==> src/hw/rtl/lkvc_pkg.sv <==
// lkvc_pkg: sizes, codes and cell control types for the lru key-value cache
// no dependencies; used by the interfaces, the cell row and the top level
`timescale 1ns / 1ps

package lkvc_pkg;

   localparam int ENTRIES = 16;
   localparam int KEY_W   = 32;
   localparam int VAL_W   = 32;
   localparam int CAP_W   = 5;
   localparam int RANK_W  = (ENTRIES > 1) ? $clog2(ENTRIES) : 1;
   localparam int OCC_W   = $clog2(ENTRIES + 1);
   localparam int WIDE_W  = (CAP_W > OCC_W) ? CAP_W : OCC_W;

   localparam logic [CAP_W-1:0] CAP_RESET = CAP_W'(16);

   localparam logic FUNC_GET = 1'b0;
   localparam logic FUNC_PUT = 1'b1;

   // broadcast to every cell of the row
   typedef struct packed {
      logic              apply;
      logic              touch;
      logic              put_hit;
      logic              insert;
      logic              evict;
      logic [RANK_W-1:0] hit_rank;
      logic [RANK_W-1:0] victim_rank;
      logic [KEY_W-1:0]  key;
      logic [VAL_W-1:0]  value;
   } cell_cmd_type;

   // what one cell reports back
   typedef struct packed {
      logic              match;
      logic [RANK_W-1:0] rank;
      logic [VAL_W-1:0]  value;
   } cell_stat_type;

endpackage

==> src/hw/rtl/lkvc_ifs.sv <==
// lkvc request and response channel interfaces, valid/ready handshake
// depends on lkvc_pkg
`timescale 1ns / 1ps

interface lkvc_req_if;
   logic                              valid;
   logic                              ready;
   logic                              func;
   logic signed [lkvc_pkg::KEY_W-1:0] key;
   logic signed [lkvc_pkg::VAL_W-1:0] value;

   modport source (output valid, output func, output key, output value, input ready);
   modport sink   (input valid, input func, input key, input value, output ready);
endinterface

interface lkvc_rsp_if;
   logic                              valid;
   logic                              ready;
   logic                              hit;
   logic signed [lkvc_pkg::VAL_W-1:0] value_out;

   modport source (output valid, output hit, output value_out, input ready);
   modport sink   (input valid, input hit, input value_out, output ready);
endinterface

==> src/hw/rtl/lkvc_cell.sv <==
// lkvc_cell: one cache slot with key, value, valid bit and recency rank
// depends on lkvc_pkg; instantiated in a chain by lkvc_row
`timescale 1ns / 1ps

module lkvc_cell (
   input  logic                    clock,
   input  logic                    reset,
   input  lkvc_pkg::cell_cmd_type  cmd,
   input  logic                    sel_in,
   input  logic                    chain_in,
   output logic                    chain_out,
   output lkvc_pkg::cell_stat_type stat
);

   logic [lkvc_pkg::KEY_W-1:0]  key_ff, key_in;
   logic [lkvc_pkg::VAL_W-1:0]  value_ff, value_in;
   logic                        valid_ff, valid_in;
   logic [lkvc_pkg::RANK_W-1:0] rank_ff, rank_in;
   logic                        evict_me;
   logic                        free_here;
   logic                        take;

   assign evict_me  = cmd.evict && valid_ff && (rank_ff == cmd.victim_rank);
   assign free_here = !valid_ff || evict_me;
   // lowest free slot claims the new item
   assign take      = cmd.insert && free_here && !chain_in;
   assign chain_out = chain_in || free_here;

   assign stat.match = valid_ff && (key_ff == cmd.key);
   assign stat.rank  = rank_ff;
   assign stat.value = value_ff;

   always_comb begin
      key_in   = key_ff;
      value_in = value_ff;
      valid_in = valid_ff;
      rank_in  = rank_ff;
      if (cmd.apply) begin
         if (cmd.touch) begin
            if (sel_in) begin
               rank_in = '0;
               if (cmd.put_hit) begin
                  value_in = cmd.value;
               end
            end else if (valid_ff && (rank_ff < cmd.hit_rank)) begin
               rank_in = rank_ff + 1'b1;
            end
         end else if (cmd.insert) begin
            if (take) begin
               key_in   = cmd.key;
               value_in = cmd.value;
               valid_in = 1'b1;
               rank_in  = '0;
            end else if (evict_me) begin
               valid_in = 1'b0;
               rank_in  = '0;
            end else if (valid_ff) begin
               rank_in = rank_ff + 1'b1;
            end
         end
      end
   end

   always_ff @(posedge clock) begin
      key_ff   <= key_in;
      value_ff <= value_in;
      if (reset) begin
         valid_ff <= 1'b0;
         rank_ff  <= '0;
      end else begin
         valid_ff <= valid_in;
         rank_ff  <= rank_in;
      end
   end

endmodule

==> src/hw/rtl/lkvc_row.sv <==
// lkvc_row: chain of lkvc_cell slots with the free-slot chain between neighbors
// depends on lkvc_pkg and lkvc_cell
`timescale 1ns / 1ps

module lkvc_row (
   input  logic                                clock,
   input  logic                                reset,
   input  lkvc_pkg::cell_cmd_type              cmd,
   input  logic [lkvc_pkg::ENTRIES-1:0]        sel_vec,
   output logic [lkvc_pkg::ENTRIES-1:0]        match_vec,
   output logic [lkvc_pkg::VAL_W-1:0]          hit_value,
   output logic [lkvc_pkg::RANK_W-1:0]         hit_rank
);

   logic [lkvc_pkg::ENTRIES:0]  chain;
   lkvc_pkg::cell_stat_type     stat [lkvc_pkg::ENTRIES];

   assign chain[0] = 1'b0;

   for (genvar i = 0; i < lkvc_pkg::ENTRIES; i++) begin : g_cell
      lkvc_cell u_cell (
         .clock     (clock),
         .reset     (reset),
         .cmd       (cmd),
         .sel_in    (sel_vec[i]),
         .chain_in  (chain[i]),
         .chain_out (chain[i+1]),
         .stat      (stat[i])
      );
      assign match_vec[i] = stat[i].match;
   end

   // keys are unique among valid slots, so at most one term is live
   always_comb begin
      hit_value = '0;
      hit_rank  = '0;
      for (int i = 0; i < lkvc_pkg::ENTRIES; i++) begin
         hit_value = hit_value | (stat[i].match ? stat[i].value : '0);
         hit_rank  = hit_rank  | (stat[i].match ? stat[i].rank  : '0);
      end
   end

endmodule

==> src/hw/rtl/lru_key_value_cache.sv <==
// lru_key_value_cache: fully associative key-value cache, lru replacement
// depends on lkvc_pkg, lkvc_ifs and lkvc_row
//
//   channel   dir   handshake        payload
//   req_ch    in    valid / ready    func, key, value
//   rsp_ch    out   valid / ready    hit, value_out
//   csr_*     in    csr_wr_en        csr_wr_data (capacity)
//
// each item goes through accept, associative compare over the cell row,
// then the row update with the free-slot chain; one item is in work at a time
// the next item is accepted while the previous result waits in the rsp register
// the update cycle holds while that register is still full and rsp_ch is stalled
// synchronous reset clears all valid bits, ranks and occupancy; capacity is 16
`timescale 1ns / 1ps

module lru_key_value_cache (
   input  logic                        clock,
   input  logic                        reset,
   lkvc_req_if.sink                    req_ch,
   lkvc_rsp_if.source                  rsp_ch,
   input  logic                        csr_wr_en,
   input  logic [lkvc_pkg::CAP_W-1:0]  csr_wr_data
);

   typedef enum logic [2:0] {
      ST_IDLE = 3'b001,
      ST_LOOK = 3'b010,
      ST_UPD  = 3'b100
   } state_type;

   state_type                     state_ff, state_in;
   logic [lkvc_pkg::CAP_W-1:0]    cap_ff;
   logic [lkvc_pkg::OCC_W-1:0]    occ_ff, occ_in;
   logic                          func_ff;
   logic [lkvc_pkg::KEY_W-1:0]    key_ff;
   logic [lkvc_pkg::VAL_W-1:0]    value_ff;
   logic [lkvc_pkg::ENTRIES-1:0]  hit_vec_ff;
   logic                          hit_ff;
   logic [lkvc_pkg::VAL_W-1:0]    hit_value_ff;
   logic [lkvc_pkg::RANK_W-1:0]   hit_rank_ff;
   logic                          rsp_valid_ff;
   logic                          rsp_hit_ff;
   logic [lkvc_pkg::VAL_W-1:0]    rsp_value_ff;

   logic                          req_fire;
   logic                          out_free;
   logic [lkvc_pkg::ENTRIES-1:0]  match_vec;
   logic [lkvc_pkg::VAL_W-1:0]    hit_value;
   logic [lkvc_pkg::RANK_W-1:0]   hit_rank;
   logic [lkvc_pkg::WIDE_W-1:0]   cap_wide;
   logic [lkvc_pkg::WIDE_W-1:0]   eff_cap;
   logic [lkvc_pkg::OCC_W-1:0]    occ_m1;
   logic                          insert;
   logic                          evict;
   lkvc_pkg::cell_cmd_type        cmd;

   assign req_ch.ready = (state_ff == ST_IDLE);
   assign req_fire     = req_ch.valid && req_ch.ready;
   assign out_free     = !rsp_valid_ff || rsp_ch.ready;

   // capacity zero acts as one, above the built size as the built size
   assign cap_wide = lkvc_pkg::WIDE_W'(cap_ff);
   always_comb begin
      eff_cap = cap_wide;
      if (cap_wide == '0) begin
         eff_cap = lkvc_pkg::WIDE_W'(1);
      end else if (cap_wide > lkvc_pkg::WIDE_W'(lkvc_pkg::ENTRIES)) begin
         eff_cap = lkvc_pkg::WIDE_W'(lkvc_pkg::ENTRIES);
      end
   end

   assign occ_m1 = occ_ff - lkvc_pkg::OCC_W'(1);
   assign insert = !hit_ff && (func_ff == lkvc_pkg::FUNC_PUT);
   assign evict  = insert && (lkvc_pkg::WIDE_W'(occ_ff) >= eff_cap);

   always_comb begin
      cmd.apply       = (state_ff == ST_UPD) && out_free;
      cmd.touch       = hit_ff;
      cmd.put_hit     = hit_ff && (func_ff == lkvc_pkg::FUNC_PUT);
      cmd.insert      = insert;
      cmd.evict       = evict;
      cmd.hit_rank    = hit_rank_ff;
      cmd.victim_rank = occ_m1[lkvc_pkg::RANK_W-1:0];
      cmd.key         = key_ff;
      cmd.value       = value_ff;
   end

   lkvc_row u_row (
      .clock     (clock),
      .reset     (reset),
      .cmd       (cmd),
      .sel_vec   (hit_vec_ff),
      .match_vec (match_vec),
      .hit_value (hit_value),
      .hit_rank  (hit_rank)
   );

   always_comb begin
      state_in = state_ff;
      case (state_ff)
         ST_IDLE: begin
            if (req_fire) begin
               state_in = ST_LOOK;
            end
         end
         ST_LOOK: begin
            state_in = ST_UPD;
         end
         ST_UPD: begin
            if (out_free) begin
               state_in = ST_IDLE;
            end
         end
         default: begin
            state_in = ST_IDLE;
         end
      endcase
   end

   always_comb begin
      occ_in = occ_ff;
      if (cmd.apply && insert && !evict) begin
         occ_in = occ_ff + lkvc_pkg::OCC_W'(1);
      end
   end

   always_ff @(posedge clock) begin
      if (req_fire) begin
         func_ff  <= req_ch.func;
         key_ff   <= req_ch.key;
         value_ff <= req_ch.value;
      end
      if (state_ff == ST_LOOK) begin
         hit_vec_ff   <= match_vec;
         hit_ff       <= |match_vec;
         hit_value_ff <= hit_value;
         hit_rank_ff  <= hit_rank;
      end
      if (cmd.apply) begin
         rsp_hit_ff   <= hit_ff;
         rsp_value_ff <= (hit_ff && (func_ff == lkvc_pkg::FUNC_GET)) ? hit_value_ff : '0;
      end
   end

   always_ff @(posedge clock) begin
      if (reset) begin
         state_ff     <= ST_IDLE;
         cap_ff       <= lkvc_pkg::CAP_RESET;
         occ_ff       <= '0;
         rsp_valid_ff <= 1'b0;
      end else begin
         state_ff <= state_in;
         occ_ff   <= occ_in;
         if (csr_wr_en) begin
            cap_ff <= csr_wr_data;
         end
         if (cmd.apply) begin
            rsp_valid_ff <= 1'b1;
         end else if (rsp_ch.ready) begin
            rsp_valid_ff <= 1'b0;
         end
      end
   end

   assign rsp_ch.valid     = rsp_valid_ff;
   assign rsp_ch.hit       = rsp_hit_ff;
   assign rsp_ch.value_out = rsp_value_ff;

   a_one_match: assert property (@(posedge clock) disable iff (reset)
      (state_ff == ST_LOOK) |-> $onehot0(match_vec))
      else $error("more than one slot holds the key");

   a_occ_bound: assert property (@(posedge clock) disable iff (reset)
      occ_ff <= lkvc_pkg::OCC_W'(lkvc_pkg::ENTRIES))
      else $error("occupancy above built size");

   a_miss_zero: assert property (@(posedge clock) disable iff (reset)
      (rsp_valid_ff && !rsp_hit_ff) |-> (rsp_value_ff == '0))
      else $error("miss result carries a value");

   a_accept_look: assert property (@(posedge clock) disable iff (reset)
      req_fire |=> (state_ff == ST_LOOK))
      else $error("accepted item did not start the lookup");

endmodule

==> src/flat_wrapper.sv <==
// flat-port wrapper written by rule: the top's interface ports become plain ports
module lru_key_value_cache_flat 
  (clock, reset, csr_wr_en, csr_wr_data, req_ch_valid, req_ch_func, req_ch_key, req_ch_value, req_ch_ready, rsp_ch_valid, rsp_ch_hit, rsp_ch_value_out, rsp_ch_ready);
  lkvc_req_if req_ch_i ();
  lkvc_rsp_if rsp_ch_i ();
  input  logic clock;
  input  logic reset;
  input  logic csr_wr_en;
  input  logic [lkvc_pkg::CAP_W-1:0] csr_wr_data;
  input wire logic [$bits(req_ch_i.valid)-1:0] req_ch_valid;
  input wire logic [$bits(req_ch_i.func)-1:0] req_ch_func;
  input wire logic [$bits(req_ch_i.key)-1:0] req_ch_key;
  input wire logic [$bits(req_ch_i.value)-1:0] req_ch_value;
  output wire logic [$bits(req_ch_i.ready)-1:0] req_ch_ready;
  output wire logic [$bits(rsp_ch_i.valid)-1:0] rsp_ch_valid;
  output wire logic [$bits(rsp_ch_i.hit)-1:0] rsp_ch_hit;
  output wire logic [$bits(rsp_ch_i.value_out)-1:0] rsp_ch_value_out;
  input wire logic [$bits(rsp_ch_i.ready)-1:0] rsp_ch_ready;
  assign req_ch_i.valid = req_ch_valid;
  assign req_ch_i.func = req_ch_func;
  assign req_ch_i.key = req_ch_key;
  assign req_ch_i.value = req_ch_value;
  assign req_ch_ready = req_ch_i.ready;
  assign rsp_ch_valid = rsp_ch_i.valid;
  assign rsp_ch_hit = rsp_ch_i.hit;
  assign rsp_ch_value_out = rsp_ch_i.value_out;
  assign rsp_ch_i.ready = rsp_ch_ready;
  lru_key_value_cache u_core (.clock(clock), .reset(reset), .req_ch(req_ch_i), .rsp_ch(rsp_ch_i), .csr_wr_en(csr_wr_en), .csr_wr_data(csr_wr_data));
endmodule
==> config.mk <==
export PLATFORM = sky130hd
export DESIGN_NAME = lru_key_value_cache_flat
export DESIGN_NICKNAME = d
export VERILOG_FILES = /design/src/hw/rtl/lkvc_pkg.sv /design/src/hw/rtl/lkvc_ifs.sv /design/src/hw/rtl/lkvc_cell.sv /design/src/hw/rtl/lkvc_row.sv /design/src/hw/rtl/lru_key_value_cache.sv /design/src/flat_wrapper.sv
export SDC_FILE = /design/constraint.sdc
export NUM_CORES = 2
export LEC_CHECK = 0
export BUFFER_PORTS_ARGS = -buffer_cell sky130_fd_sc_hd__buf_4
export CAP_MARGIN = 20
export CORE_MARGIN = 3
export CORE_UTILIZATION = 39
export DETAILED_ROUTE_END_ITERATION = 10
export SYNTH_ARGS = -nofsm -noshare
export SYNTH_HDL_FRONTEND = slang
export SYNTH_SLANG_ARGS = --single-unit
==> constraint.sdc <==
create_clock -name clock -period 11.75 [get_ports clock]
set_clock_uncertainty 0.2 [all_clocks]
set_input_delay 2.9375 -clock clock [delete_from_list [all_inputs] [get_ports clock]]
set_output_delay 2.9375 -clock clock [all_outputs]
set_load 0.005 [all_outputs]
==> flow_summary.toml <==
[run_status]
status = "completed"

[timing]
rsz0062_at_grt = "no"
period_minus_slack_ns = 5.88
max_freq_mhz = 170
relSlewSlack_pct = 23.7
setup_viol = 0
fin_setup_tns_ns = 0
slew_viol_final = 0
finalCritPeriodShare_pct = 50.0
report.final.hold_viol_count = 0
worst_slew_pin_slew_ns = 1.14

[final_layout]
area_growth_pct = 15.0
fillCellCount = 11500
regArea_mm2 = 0.0372
drive_gt1_share_pct = 13.3
multiInputGateArea_mm2 = 0.0146
final_nets = 3636
fin_area_mm2 = 0.0601

[floorplan]
std_cell_rows = 133
pin_count = 110
die_w_um = 372
die_area_mm2 = 0.138
core-area_mm2 = 0.132
start_util_pct = 39.5
die_y_um = 372

[worst_setup_path]
endpoint_kind = "flop"
critPathLaunch = "rsp_ch_ready"
r2r_start = "u_core.occ_ff[0]"
path_class = "in -> reg"
critPathArrivalTime_ns = 6.05
crit_top_cell = "buf_4"
crit_fanout = 39
cp_top_family = "simple AND/OR/NAND/NOR gates"
cp_slowest_stage_delay_ns = 0.86
worstSetupStartpointType = "primary input"
worstPathCellList = "buf_4 -> nand2b_1 -> nand2b_1 -> inv_2 -> buf_4 -> nand2_1 -> buf_4 -> nor2_1 -> buf_4 -> nand4_1 -> nor2_4"
r2r_setup_slack_ns = 6.46
cpMaxStageDelayCell = "nor2_4"
required_ns = 11.92
crit_buf_inv = 5

[clock_network]
cts_root_buffer = "clkbuf_16"
cts_made_buffers = 137
postCtsSetupBuffers = 0
clk_latency_ns = 0.77
clk_pin_slew_ns = 0.06
cts_tree = "yes"
htreeDepth = 4
cts.sinks = 1269
cts_buffer_depth = 3
cts_resized = 0
ctsHoldBuffers = 0

[yosys]
avgSynthCellArea_um2 = 15.8
ys_top_cells_by_area = "edfxtp_1, xnor2_1, dfxtp_1, a22o_1, a221oi_1"
synth_edf_count = 1175
synth_seq_cells = 1269
syn_inst = 3299
synth-async-reset-ratio_pct = 0
yosysWarnings = 0
ys.flop_type = "edfxtp_1"
yosysTopAreaCell = "edfxtp_1"
synth_cell_type_count = 87
synth_top_cells_by_count = "edfxtp_1, xnor2_1, nand4_1, a22o_1, a221oi_1"
syn-num-nets = 3445
yosysSeqAreaShare_pct = 71.1
synth_top_area_share_pct = 67.5
synth_area_mm2 = 0.0523
yosysMostFrequentCell = "edfxtp_1"

[worst_hold_path]
hp-start = "u_core.hit_value_ff[6]"
hp-class = "reg -> reg"

[grt]
grt_max_degree = 54
overflow = 0
grt.total_usage_pct = 20.7
antenna_found_initial = 10
grt_pass1_vias = 29300
grt_pass1_wl_um = 207000

[detailed_routing]
viasPerCell = 5.64
wl_per_cell_um = 26.8
drc = 0
detail-route-antenna-nets = 0
vias = 30200
drt_iter0_drc = 3178
drt-total-wl_um = 144000
drt-pass1-iter-count = 6

[placed_design]
place_hpwl_um = 79600
placed_area_mm2 = 0.0558
io_buffer_count = 109
gp_congestion = 0.843

[power_and_ir_drop]
vdd_drop_max_v = 0.000161
powerDensity_mw_per_mm2 = 157
p_leak_nw = 19.1

[run]
cap_violations = 0
==> cell type report <==
cell class	instances	area share, %
timing repair buffer	226	2.86
multi-input combinational	1815	24.3
tap	1755	3.65
antenna	1	0.00416
clock buffer	182	6.11
inverter	41	0.256
sequential	1269	61.8
clock inverter	63	0.980
==> per-layer routing <==
metal / global-route usage [%] / wire length, um
met5: 0 / 13
met1: 29.6 / 63400
met2: 32.5 / 66500
met3: 3.25 / 10100
met4: 6.13 / 3540
==> flip-flops by register name, indices dropped and copies added (netlist names) <==
signal	cells
u_core.state_ff	3
u_core.rsp_ch.value_out	32
u_core.cap_ff	5
u_core.rsp_ch.hit	1
u_core.hit_ff	1
u_core.func_ff	1
u_core.hit_value_ff	32
u_core.hit_vec_ff	16
u_core.key_ff	32
u_core.u_row.g_cell.u_cell.value_ff	512
u_core.u_row.g_cell.u_cell.key_ff	512
u_core.value_ff	32
u_core.u_row.g_cell.u_cell.valid_ff	16
u_core.u_row.g_cell.u_cell.rank_ff	64
u_core.rsp_ch.valid	1
u_core.hit_rank_ff	4
u_core.occ_ff	5
==> kinds of logic after synthesis <==
family | count (synthesis) | share of synthesized area, %
AOI/OAI and AO/OA | 551 | 8.37
xor gates and xnor gates | 591 | 10.5
adders and majority gates | 71 | 1.70
buffers and inverters | 215 | 1.70
DFF | 1269 | 71.1
muxes | 15 | 0.292
and+or+nand+nor | 587 | 6.35
==> cells in the final DEF, fill, tap and decap left out, drive strengths merged, types with 43 or more instances in the layout <==
cell / n
xor2: 107
nand2: 77
nand3: 52
buf: 225
a21oi: 61
nor4: 62
a22o: 150
nand4: 161
edfxtp: 1175
dfxtp: 94
inv: 45
clkbuf: 183
clkinv: 49
xnor2: 462
a221oi: 147
nor2: 72
a21o: 43
and2: 46
ha: 71
==> worst register-to-register path, cell delays in order, from the launching register on <==
cell     delay [ns]
dfxtp_1        0.30
buf_4          0.38
inv_1          0.14
ha_1           0.29
nor2b_1        0.09
o21ai_0        0.18
a21o_1         0.21
buf_4          0.23
nor3_1         0.62
nor2_2         0.29
nor4_4         0.55
or3b_1         0.61
a21oi_4        0.21
buf_4          0.58
==> path summary, 6_finish.rpt <==
kind,depth (start not counted),end
worst min-delay path,1,u_core.rsp_ch.value_out[6]
worst max register to register,13,u_core.u_row.g_cell[15].u_cell.value_ff[12]
worst max-delay path,11,u_core.u_row.g_cell[11].u_cell.key_ff[21]
worst min register to register,1,u_core.rsp_ch.value_out[6]
==> power by group <==
group / switching [mW] / internal, mW / leakage, nW
logic: 0.205 / 0.111 / 5.64
registers: 0.0452 / 4.97 / 11.4
clock network: 1.76 / 2.34 / 2.06
==> metrics by stage <==
step / hold slack [ns] / setup slack [ns] / std cells / total power, mW / util, %
finish: 0.305 / 5.87 / 5352 / 9.43 / 45.4
CTS: 0.305 / 5.94 / 5349 / 9.51 / 45.4
detailed placement: 0.300 / 5.13 / 5104 / 5.43 / 42.2
global placement: 0.294 / 5.15 / 5102 / 5.42 / 42.2
floorplan: 0.261 / 4.03 / 3299 / 5.27 / -
global route: 0.336 / 5.66 / 5352 / 9.72 / 45.4
Note: power is estimated with default switching activity, not from simulation.
